===== src/rtl/core/tcfh_pkg.sv =====
// shared types and constants of the triangle coverage first hit unit
`default_nettype none

package tcfh_pkg;

   // field widths
   localparam int IN_W    = 11;   // vertex and offset fields at the ports
   localparam int COORD_W = 12;   // vertex with offset added
   localparam int GLYPH_W = 8;
   localparam int QUERY_W = 10;
   localparam int DIFF_W  = 13;   // coordinate differences
   localparam int PROD_W  = 26;   // one edge-function product
   localparam int EDGE_W  = 27;   // edge-function value

   // operation codes on req_operation
   localparam logic [1:0] OP_CLEAR = 2'd0;
   localparam logic [1:0] OP_LOAD  = 2'd1;
   localparam logic [1:0] OP_QUERY = 2'd2;

   localparam logic [GLYPH_W-1:0] SPACE_GLYPH = 8'd32;

   localparam logic STATUS_OK   = 1'b0;
   localparam logic STATUS_FULL = 1'b1;

   // depth of the command queue between front and back
   localparam int CMD_QUEUE_DEPTH = 2;

   typedef enum logic [1:0] {
      CMD_CLEAR,
      CMD_LOAD,
      CMD_QUERY,
      CMD_IGNORE
   } cmd_kind_type;

   typedef struct packed {
      logic [COORD_W-1:0] y;
      logic [COORD_W-1:0] x;
   } point_type;

   typedef struct packed {
      cmd_kind_type        kind;
      point_type           a;
      point_type           b;
      point_type           c;
      logic [GLYPH_W-1:0]  glyph;
      logic [QUERY_W-1:0]  qx;
      logic [QUERY_W-1:0]  qy;
   } cmd_type;

   // stored triangle words
   localparam int AB_W = 2 * $bits(point_type);
   localparam int CG_W = $bits(point_type) + GLYPH_W;

   typedef enum logic [1:0] {
      BK_IDLE,
      BK_SCAN,
      BK_REPLY
   } back_state_type;

endpackage

`default_nettype wire


===== src/rtl/core/tcfh_cmd_queue.sv =====
// short command queue between front and back
`default_nettype none

module tcfh_cmd_queue (
   input  wire logic              clock,
   input  wire logic              reset,
   input  wire logic              push,
   output logic                   full,
   input  wire tcfh_pkg::cmd_type wr_data,
   input  wire logic              pop,
   output logic                   empty,
   output tcfh_pkg::cmd_type      rd_data
);

   localparam int DEPTH = tcfh_pkg::CMD_QUEUE_DEPTH;
   localparam int PW    = (DEPTH > 1) ? $clog2(DEPTH) : 1;
   localparam int CW    = $clog2(DEPTH + 1);

   tcfh_pkg::cmd_type slot_ff [DEPTH];
   logic [PW-1:0] wr_ptr_ff, wr_ptr_in;
   logic [PW-1:0] rd_ptr_ff, rd_ptr_in;
   logic [CW-1:0] level_ff, level_in;
   logic          do_push, do_pop;

   assign full    = (level_ff == CW'(DEPTH));
   assign empty   = (level_ff == '0);
   assign do_push = push && !full;
   assign do_pop  = pop && !empty;
   assign rd_data = slot_ff[rd_ptr_ff];

   always_comb begin
      wr_ptr_in = wr_ptr_ff;
      rd_ptr_in = rd_ptr_ff;
      level_in  = level_ff;
      if (do_push) begin
         wr_ptr_in = (wr_ptr_ff == PW'(DEPTH - 1)) ? '0 : wr_ptr_ff + 1'b1;
      end
      if (do_pop) begin
         rd_ptr_in = (rd_ptr_ff == PW'(DEPTH - 1)) ? '0 : rd_ptr_ff + 1'b1;
      end
      if (do_push && !do_pop) begin
         level_in = level_ff + 1'b1;
      end else if (do_pop && !do_push) begin
         level_in = level_ff - 1'b1;
      end
   end

   always_ff @(posedge clock) begin
      if (reset) begin
         wr_ptr_ff <= '0;
         rd_ptr_ff <= '0;
         level_ff  <= '0;
      end else begin
         wr_ptr_ff <= wr_ptr_in;
         rd_ptr_ff <= rd_ptr_in;
         level_ff  <= level_in;
      end
   end

   always_ff @(posedge clock) begin
      if (do_push) begin
         slot_ff[wr_ptr_ff] <= wr_data;
      end
   end

endmodule

`default_nettype wire


===== config.mk =====
export PLATFORM = sky130hd
export DESIGN_NAME = tcfh_cmd_queue
export DESIGN_NICKNAME = d
export VERILOG_FILES = /design/src/rtl/core/tcfh_pkg.sv /design/src/rtl/core/tcfh_cmd_queue.sv
export SDC_FILE = /design/constraint.sdc
export NUM_CORES = 1
export LEC_CHECK = 0
export ABC_AREA = 1
export BUFFER_PORTS_ARGS = -buffer_cell sky130_fd_sc_hd__buf_2
export CORE_MARGIN = 4
export CORE_UTILIZATION = 56
export DETAILED_ROUTE_END_ITERATION = 16
export GPL_ROUTABILITY_DRIVEN = 0
export PLACE_DENSITY = 0.84
export SLEW_MARGIN = 10
export SYNTH_ARGS = -nofsm -noshare
export SYNTH_HDL_FRONTEND = slang
export SYNTH_SLANG_ARGS = --single-unit

===== constraint.sdc =====
create_clock -name clock -period 10.49 [get_ports clock]
set_clock_uncertainty 0.1 [all_clocks]
set_input_delay 0.5245 -clock clock [delete_from_list [all_inputs] [get_ports clock]]
set_output_delay 0.5245 -clock clock [all_outputs]
set_load 0.05 [all_outputs]

# Word level (Yosys, flattened, before mapping)
# Memories as Yosys holds them, arrays and structs flattened. A register that Yosys moved wholly into a read port is not among the register bits.
# Cells that the tools add are included.
# totals
n_memories	1
ramBits	204
ff_bits	4
input_bits	106
# op_classes
addsub	4
eq_ne	1
n_reduce_logical	10
mux	8
# memory_table
memory	words	word_bits	read_ports	rd_ports_with_merged_regs	write_ports	line_no	source
slot_ff	2	102	1	1	1	tcfh_cmd_queue.sv:19	tcfh_pkg::cmd_type slot_ff [DEPTH];
# ops
cell	count
$mux 1	6
$logic_and 1x1->1	4
$logic_not 1->1	4
$mux 2	2
$add 1x1->1 const B	2
$add 2x1->2 const B	1
$eq 2x2->1 const B	1
$logic_not 2->1	1
$reduce_bool 2->1	1
$sub 2x1->2 const B	1

# Depth between registers and ports, before layout
# Gate-level depths: netlist of run 1.
# depth
depth_word	7
mapped_depth	10
mapped_depth_nobuf	10

# Worst setup path after synthesis of run 1
# OpenSTA, ideal clock, no wires.
# synth_path
kind	input to register
startpoint	in push
endpoint	mem slot_ff[0][0] in the netlist's numbering (enable)
arrival_ns	4.874
path_slack_ns	4.952
required_time_ns	9.826
setup_ns	0.564
cell_stages	2
path_cell_list	o21ai_1 nor2_1
# synth_between
elab_chain_len	3
# synth_lines
item	line_no	source
from (decl)	tcfh_cmd_queue.sv:7	input wire logic push,
$logic_and 1x1->1	tcfh_cmd_queue.sv:27	assign do_push = push && !full;
$mux 1	tcfh_cmd_queue.sv:61	if (do_push) begin
$mux 1 (not written as such)	tcfh_cmd_queue.sv:62	slot_ff[wr_ptr_ff] <= wr_data;
to (decl)	tcfh_cmd_queue.sv:19	
# Every way passes these cells.

==> run_summary.xml, run 1 <==
<?xml version="1.0" encoding="UTF-8"?>
<metrics>
  <group name="placed_design">
    <metric name="dp_slack" unit="ns">7.416</metric>
    <metric name="io_buffers" unit="">209</metric>
    <metric name="dp_hpwl" unit="mm">9.408</metric>
  </group>
  <group name="worst_setup_path">
    <metric name="ff2ff_path_depth" unit="">3</metric>
    <metric name="critical_path_class" unit="">reg -&gt; out</metric>
    <metric name="worst_path_dominant_cell_family" unit="">buffers and inverters</metric>
    <metric name="type_of_destination_of_the_critical_path" unit="">output port</metric>
    <metric name="cp_data_arrival_time" unit="ns">2.95</metric>
    <metric name="worst-r2r-setup-slack" unit="ns">7.60</metric>
    <metric name="critPathBufInv" unit="">2</metric>
    <metric name="critPathSlowestCell" unit="">buf_4</metric>
    <metric name="path_cells" unit="">buf_4 &gt; mux2_2 &gt; buf_2</metric>
    <metric name="worst_path_largest_cell_delay" unit="ns">0.89</metric>
    <metric name="worstReg2RegEnd" unit="">slot_ff[1][101]</metric>
    <metric name="start_kind" unit="">flop</metric>
    <metric name="r2r-start" unit="">level_ff[0]</metric>
    <metric name="worst-path-max-fanout" unit="">61</metric>
    <metric name="critPathRequiredTime" unit="ns">9.87</metric>
  </group>
  <group name="drt">
    <metric name="1st_pass_router_iterations" unit="">4</metric>
    <metric name="num_vias" unit="">3946</metric>
    <metric name="routedWlPerCell" unit="um">18.30</metric>
    <metric name="vias_per_cell" unit="">5.111</metric>
    <metric name="ant_nets" unit="">0</metric>
    <metric name="drt-total-wl" unit="mm">14.13</metric>
    <metric name="detail_route.iter0.violations" unit="">201</metric>
    <metric name="drcViolationCount" unit="">0</metric>
  </group>
  <group name="power">
    <metric name="cellLeakagePower" unit="nW">3.864</metric>
    <metric name="p_per_area" unit="mW/mm^2">278.3</metric>
    <metric name="vdd.ir_drop.worst" unit="uV">191.4</metric>
    <metric name="power" unit="W">0.002730</metric>
  </group>
  <group name="final_layout">
    <metric name="layout-drive-gt1-share" unit="%">58.61</metric>
    <metric name="n_antenna_cell" unit="">0</metric>
    <metric name="seqCellArea" unit="sq mm">0.006230</metric>
    <metric name="fill_cells" unit="">876</metric>
    <metric name="design.final.nets" unit="">686</metric>
    <metric name="multi_input_comb_area" unit="sq mm">0.001573</metric>
    <metric name="syn_to_final_growth" unit="%">23.76</metric>
  </group>
  <group name="yosys">
    <metric name="synthCells" unit="">354</metric>
    <metric name="ys_seq_area_share" unit="%">78.56</metric>
    <metric name="yosysUniqueCellTypes" unit="">17</metric>
    <metric name="synth.ff_latch_count" unit="">209</metric>
    <metric name="syn_nets" unit="">461</metric>
    <metric name="syn-mean-instance-area" unit="sq um">22.39</metric>
    <metric name="mappedNetlistArea" unit="sq mm">0.007925</metric>
    <metric name="ys.warnings.count" unit="">0</metric>
  </group>
  <group name="global_routing">
    <metric name="global_route.usage.total" unit="%">16.74</metric>
    <metric name="grt_first_pass_wirelength" unit="mm">21.29</metric>
    <metric name="grt_start_max_net_pins" unit="">62</metric>
    <metric name="grt_antenna_before_repair" unit="">1</metric>
    <metric name="grt_pass1_vias" unit="">4098</metric>
    <metric name="grt-ovfl-total" unit="">0</metric>
  </group>
  <group name="sta">
    <metric name="timing.fmax" unit="MHz">279.6</metric>
    <metric name="maxSlewHeadroom" unit="%">20.69</metric>
    <metric name="setup_repair_after_global_routing_missed_its_margin" unit="">no</metric>
    <metric name="setup_viol" unit="">0</metric>
    <metric name="final-max-slew-violation-count" unit="">0</metric>
    <metric name="hold_viol" unit="">0</metric>
    <metric name="setup_ws" unit="ns">6.913</metric>
    <metric name="timing_worst_slew_pin_value" unit="ns">1.187</metric>
    <metric name="post-route-min-period" unit="ns">3.577</metric>
    <metric name="sum_of_negative_setup_slack" unit="ns">0</metric>
    <metric name="tcrit_tclk_final" unit="%">34.09</metric>
  </group>
  <group name="clocking">
    <metric name="root_buffer_cell" unit="">clkbuf_16</metric>
    <metric name="postCtsSetupRepairBufs" unit="">0</metric>
    <metric name="clock-sinks" unit="">209</metric>
    <metric name="cts_htree_levels" unit="">1</metric>
    <metric name="insertion_delay" unit="ns">0.47</metric>
    <metric name="ctsResizeCount" unit="">0</metric>
    <metric name="tritoncts" unit="">built</metric>
    <metric name="clkSlewWorstSetupHoldPaths" unit="ns">0.06</metric>
    <metric name="cts_hold_buffers" unit="">0</metric>
    <metric name="cts_made_buffers" unit="">21</metric>
    <metric name="cts-root-to-sink-buffers" unit="">3</metric>
  </group>
  <group name="die">
    <metric name="die_h" unit="um">127.0</metric>
    <metric name="io_pins" unit="">210</metric>
    <metric name="initial_utilization" unit="%">57.09</metric>
    <metric name="dieArea" unit="sq mm">0.01612</metric>
    <metric name="core" unit="sq mm">0.01388</metric>
    <metric name="die_w" unit="um">127.0</metric>
    <metric name="floorplan.rows" unit="">43</metric>
  </group>
  <group name="worst_hold_path">
    <metric name="hold_path_depth" unit="">1</metric>
    <metric name="whs_endpoint" unit="">slot_ff[0][10]</metric>
    <metric name="min_path_type" unit="">in -&gt; reg</metric>
    <metric name="worstHoldStart" unit="">wr_data[10]</metric>
  </group>
  <group name="outcome">
    <metric name="outcome" unit="">finished, final reports clean</metric>
  </group>
  <group name="flow_run">
    <metric name="cap_viol_max_count" unit="">0</metric>
  </group>
</metrics>
metal layers:
metal / GRT usage, % / vias to the layer above / share of wire [%]
li1: - / 1836 / -
met1: 19.93 / 1914 / 37
met2: 29.05 / 164 / 51
met3: 5.684 / 30 / 9.4
met4: 4.858 / 2 / 2.1
met5: 0 / - / 0.085
metrics by stage:
stage | hold slack [ns] | instances | cell area [sq um] | utilization (%)
after floorplan | 0.3757 | 354 | 7925 | -
after global placement | 0.4225 | 736 | 9138 | 65.83
after detailed placement | 0.4395 | 736 | 9138 | 65.83
after CTS | 0.1109 | 772 | 9808 | 70.66
after global routing | 0.1046 | 772 | 9808 | 70.66
final | 0.1289 | 772 | 9808 | 70.66
logic make-up after synthesis:
family / count (synthesis) / share of synthesized area [%]
flip-flops: 209 / 78.56
multiplexers: 102 / 18.28
AO/OA/AOI/OAI: 6 / 0.3788
AND/OR/NAND/NOR: 16 / 0.8367
buffers and inverters: 20 / 1.784
adder cells (fa/ha/maj): 1 / 0.1579
cell type report:
cell class	instances	share of cell area, %
Clock buffer	22	5.396
Clock inverter	14	1.442
Inverter	9	0.3444
Multi-Input combinational cell	125	16.04
Sequential cell	209	63.52
Tap cell	180	2.296
Timing Repair Buffer	213	10.97
cell usage after synthesis:
master	count	area share, %
edfxtp_1	204	77
o21ai_1	1	0.063
o21ai_0	4	0.25
dfxtp_1	5	1.3
and2_1	1	0.079
nor2_1	9	0.43
buf_6	8	1.1
inv_1	9	0.43
buf_4	1	0.095
nand4_1	1	0.079
nand3_1	1	0.063
nand2_1	4	0.19
mux2_2	22	3.1
ha_1	1	0.16
mux2_4	80	15
a21oi_1	1	0.063
buf_2	2	0.13
sequential cells by signal, indices dropped and copies added (netlist names), named ones only:
register,flops
wr_ptr_ff,1
slot_ff,204
rd_ptr_ff,1
level_ff,2
worst max path at each step:
| stage | to | depth (start not counted) | slack [ns] | from |
|---|---|---|---|---|
| after global routing | rd_data[95] | 3 | 6.77 | flop |
| after floorplan | slot_ff[0][0] | 2 | 4.95 | push |
| after CTS | rd_data[95] | 3 | 6.90 | flop |
| after detailed placement | rd_data[95] | 3 | 7.42 | flop |
| final | rd_data[95] | 3 | 6.91 | flop |
| after global placement | rd_data[85] | 3 | 7.44 | flop |
layout by cell type (no fill, tap or decap):
cell type	instances
a21oi_1	1
and2_1	1
buf_2	209
buf_4	4
bufinv_16	3
clkbuf_1	1
clkbuf_16	21
clkinv_1	6
clkinv_2	4
clkinv_4	1
dfxtp_1	4
dfxtp_4	1
edfxtp_1	204
ha_1	1
inv_1	9
mux2_2	22
mux2_4	80
nand2_1	4
nand3_1	1
nand4_1	1
nor2_1	7
nor2_4	2
o21ai_0	4
o21ai_1	1
power breakdown:
group	internal [W]	leakage (nW)	switching, W
Combinational	0.000275	1.59	0.000621
Clock	0.000437	0.332	0.000288
Sequential	0.00106	1.94	0.0000514
Total	0.00177	3.86	0.000960
(Power assumes the default switching activity.)
==> run 2, diff against run 1 <==
--- a/config.mk
+++ b/config.mk
@@ -5,13 +5,13 @@
 export SDC_FILE = /design/constraint.sdc
 export NUM_CORES = 1
 export LEC_CHECK = 0
-export ABC_AREA = 1
+export ABC_AREA = 0
 export BUFFER_PORTS_ARGS = -buffer_cell sky130_fd_sc_hd__buf_2
 export CORE_MARGIN = 4
-export CORE_UTILIZATION = 56
+export CORE_UTILIZATION = 52
 export DETAILED_ROUTE_END_ITERATION = 16
 export GPL_ROUTABILITY_DRIVEN = 0
-export PLACE_DENSITY = 0.84
+export PLACE_DENSITY = 0.79
 export SLEW_MARGIN = 10
 export SYNTH_ARGS = -nofsm -noshare
 export SYNTH_HDL_FRONTEND = slang
==> constraint.sdc (replaced) <==
create_clock -name clock -period 3.47 [get_ports clock]
set_clock_uncertainty 0.1 [all_clocks]
set_input_delay 0.1735 -clock clock [delete_from_list [all_inputs] [get_ports clock]]
set_output_delay 0.1735 -clock clock [all_outputs]
set_load 0.05 [all_outputs]
==> run_summary.xml, run 2 <==
<?xml version="1.0" encoding="UTF-8"?>
<metrics>
  <group name="outcome">
    <metric name="outcome" unit="">finished, final reports clean</metric>
  </group>
  <group name="power">
    <metric name="power" unit="W">0.008536</metric>
    <metric name="vdd.ir_drop.worst" unit="uV">897.1</metric>
    <metric name="p_per_area" unit="mW/mm^2">807.2</metric>
    <metric name="cellLeakagePower" unit="nW">4.009</metric>
  </group>
  <group name="global_routing">
    <metric name="grt_pass1_vias" unit="">4758</metric>
    <metric name="grt_start_max_net_pins" unit="">62</metric>
    <metric name="grt_first_pass_wirelength" unit="mm">24.49</metric>
    <metric name="grt_antenna_before_repair" unit="">1</metric>
    <metric name="grt-ovfl-total" unit="">0</metric>
    <metric name="global_route.usage.total" unit="%">18.95</metric>
  </group>
  <group name="worst_setup_path">
    <metric name="worst_path_largest_cell_delay" unit="ns">0.84</metric>
    <metric name="worst_path_dominant_cell_family" unit="">flip-flops</metric>
    <metric name="cp_data_arrival_time" unit="ns">2.32</metric>
    <metric name="worst-r2r-setup-slack" unit="ns">1.23</metric>
    <metric name="type_of_destination_of_the_critical_path" unit="">output port</metric>
    <metric name="path_cells" unit="">buf_12 &gt; mux2_2 &gt; buf_2</metric>
    <metric name="critPathSlowestCell" unit="">dfxtp_4</metric>
    <metric name="worst-path-max-fanout" unit="">57</metric>
    <metric name="critPathBufInv" unit="">2</metric>
    <metric name="r2r-start" unit="">level_ff[0]</metric>
    <metric name="critical_path_class" unit="">reg -&gt; out</metric>
    <metric name="critPathRequiredTime" unit="ns">3.20</metric>
    <metric name="start_kind" unit="">flop</metric>
  </group>
  <group name="clocking">
    <metric name="clock-sinks" unit="">209</metric>
    <metric name="postCtsSetupRepairBufs" unit="">0</metric>
    <metric name="clkSlewWorstSetupHoldPaths" unit="ns">0.06</metric>
    <metric name="tritoncts" unit="">built</metric>
    <metric name="cts-root-to-sink-buffers" unit="">3</metric>
    <metric name="cts_hold_buffers" unit="">103</metric>
    <metric name="cts_htree_levels" unit="">1</metric>
    <metric name="cts_made_buffers" unit="">21</metric>
    <metric name="root_buffer_cell" unit="">clkbuf_16</metric>
    <metric name="ctsResizeCount" unit="">0</metric>
    <metric name="insertion_delay" unit="ns">0.47</metric>
  </group>
  <group name="final_layout">
    <metric name="multi_input_comb_area" unit="sq mm">0.001261</metric>
    <metric name="fill_cells" unit="">815</metric>
    <metric name="post-route-util" unit="%">75.01</metric>
    <metric name="largestRegisters" unit="">slot_ff x204, level_ff x2</metric>
    <metric name="mostFrequentLayoutCell" unit="">buf_2</metric>
    <metric name="layout-drive-gt1-share" unit="%">51.24</metric>
    <metric name="design.final.nets" unit="">776</metric>
    <metric name="seqCellArea" unit="sq mm">0.006230</metric>
    <metric name="syn_to_final_growth" unit="%">39.13</metric>
    <metric name="largest_reg_flops" unit="">204</metric>
    <metric name="layout.cells.most_common_list" unit="">209 x buf_2, 204 x edfxtp_1, 103 x dlygate4sd3_1</metric>
    <metric name="max_flop_register" unit="">slot_ff</metric>
    <metric name="layout.cells.non_filler" unit="">864</metric>
  </group>
  <group name="sta">
    <metric name="timing_worst_slew_pin_value" unit="ns">0.7685</metric>
    <metric name="maxSlewHeadroom" unit="%">48.77</metric>
    <metric name="tcrit_tclk_final" unit="%">74.83</metric>
    <metric name="final-max-slew-violation-count" unit="">0</metric>
    <metric name="timing.fmax" unit="MHz">385.1</metric>
    <metric name="setup_repair_after_global_routing_missed_its_margin" unit="">no</metric>
    <metric name="hold_viol" unit="">0</metric>
    <metric name="sum_of_negative_setup_slack" unit="ns">0</metric>
    <metric name="setup_viol" unit="">0</metric>
    <metric name="post-route-min-period" unit="ns">2.596</metric>
  </group>
  <group name="yosys">
    <metric name="yosysUniqueCellTypes" unit="">15</metric>
    <metric name="share_of_synthesized_flip_flops_with_an_asynchronous_set_or_reset" unit="%">0</metric>
    <metric name="ys.warnings.count" unit="">0</metric>
    <metric name="synth_commonest_cells" unit="">204 x edfxtp_1, 102 x mux2_2, 8 x buf_6</metric>
    <metric name="ys_seq_area_share" unit="%">81.92</metric>
    <metric name="mappedNetlistArea" unit="sq mm">0.007600</metric>
    <metric name="synth_top_cell_area_share" unit="%">80.61</metric>
    <metric name="number_of_enable_type_register_cells_in_the_synthesized_netlist" unit="">204</metric>
    <metric name="cell_with_the_most_instances_after_synthesis" unit="">edfxtp_1</metric>
    <metric name="synth_flop_cell" unit="">edfxtp_1</metric>
    <metric name="post-synth-top-area-cell" unit="">edfxtp_1</metric>
    <metric name="synth.top_cells.by_area" unit="">edfxtp_1 81%, mux2_2 15%, dfxtp_1 1.3%</metric>
    <metric name="synthCells" unit="">342</metric>
    <metric name="syn_nets" unit="">449</metric>
    <metric name="syn-mean-instance-area" unit="sq um">22.22</metric>
    <metric name="synth.ff_latch_count" unit="">209</metric>
  </group>
  <group name="drt">
    <metric name="1st_pass_router_iterations" unit="">5</metric>
    <metric name="ant_nets" unit="">0</metric>
    <metric name="drt-total-wl" unit="mm">16.09</metric>
    <metric name="detail_route.iter0.violations" unit="">222</metric>
    <metric name="num_vias" unit="">4275</metric>
    <metric name="routedWlPerCell" unit="um">18.62</metric>
    <metric name="drcViolationCount" unit="">0</metric>
    <metric name="vias_per_cell" unit="">4.948</metric>
  </group>
  <group name="flow_run">
    <metric name="cap_viol_max_count" unit="">0</metric>
  </group>
  <group name="die">
    <metric name="dieArea" unit="sq mm">0.01661</metric>
    <metric name="die_h" unit="um">128.9</metric>
    <metric name="die_w" unit="um">128.9</metric>
    <metric name="io_pins" unit="">210</metric>
    <metric name="initial_utilization" unit="%">53.91</metric>
    <metric name="core" unit="sq mm">0.01410</metric>
    <metric name="floorplan.rows" unit="">43</metric>
  </group>
  <group name="placed_design">
    <metric name="io_buffers" unit="">209</metric>
    <metric name="dpl.cell_count" unit="">723</metric>
    <metric name="dp_hpwl" unit="mm">9.459</metric>
  </group>
  <group name="worst_hold_path">
    <metric name="min_path_type" unit="">in -&gt; reg</metric>
    <metric name="worstHoldStart" unit="">push</metric>
  </group>
</metrics>
run 2: cell types whose count changed in the layout (fill, tap and decap cells not counted), moves of 3 or more:
cell	previous run	this run
clkinv_1	6	2
buf_12	0	3
mux2_4	80	0
nand2_1	4	0
inv_1	9	1
mux2_2	22	102
xor2_1	0	3
dlygate4sd3_1	0	103
buf_4	4	0
run 2: through the flow:
step	hold slack [ns]	cell area, sq um	setup slack [ns]
2_1_floorplan	0.1426	7601	0.003954
3_3_place_gp	0.2605	8832	1.323
3_5_place_dp	0.2646	8832	1.264
4_1_cts	0.0007886	10570	0.8553
5_1_grt	0.07410	10570	0.7930
6_report	0.05836	10570	0.8735
run 2: where the power goes:
part,internal (W),switching (W)
logic,0.000849,0.00207
registers,0.00317,0.000176
clock network,0.00143,0.000843
run 2: logic make-up (layout without fill, tap and decap cells):
logic type	count (synthesis)	after routing	synth area share, %
flops	209	209	81.92
mux	102	102	15.11
buf+inv	13	354	1.515
simple gates	9	9	0.6092
compound gates	5	5	0.3292
xor+xnor	3	3	0.3458
fa+ha+maj	1	1	0.1646
other cells	0	1	0
run 2: final timing paths:
check                   endpoint  depth (start not counted)
setup / recovery     rd_data[79]                          3
hold / removal         wr_ptr_ff                          4
setup reg to reg  slot_ff[0][80]                          4
hold reg to reg        wr_ptr_ff                          2
run 2: final cells by class:
| class | instances | share of cell area (%) |
|---|---|---|
| Sequential cell | 209 | 58.92 |
| Timing Repair Buffer | 315 | 20.21 |
| Multi-Input combinational cell | 120 | 11.93 |
| Clock buffer | 25 | 5.206 |
| Tap cell | 180 | 2.130 |
| Clock inverter | 12 | 1.491 |
| Inverter | 2 | 0.09466 |
| Antenna cell | 1 | 0.02367 |
run 2: per-layer routing:
metal / wire length, um / global-route usage, % / vias to the layer above
li1: - / - / 2008
met1: 5864 / 21.67 / 2079
met2: 8825 / 35.79 / 169
met3: 1172 / 4.566 / 19
met4: 224 / 4.324 / 0
met5: 0 / 0 / -
run 2: worst reg2reg max path, delay by kind of cell (launching register included):
family | cells | cell delay, ns
buffers and inverters | 2 | 0.87
and+or+nand+nor | 2 | 0.47
DFF | 1 | 0.44
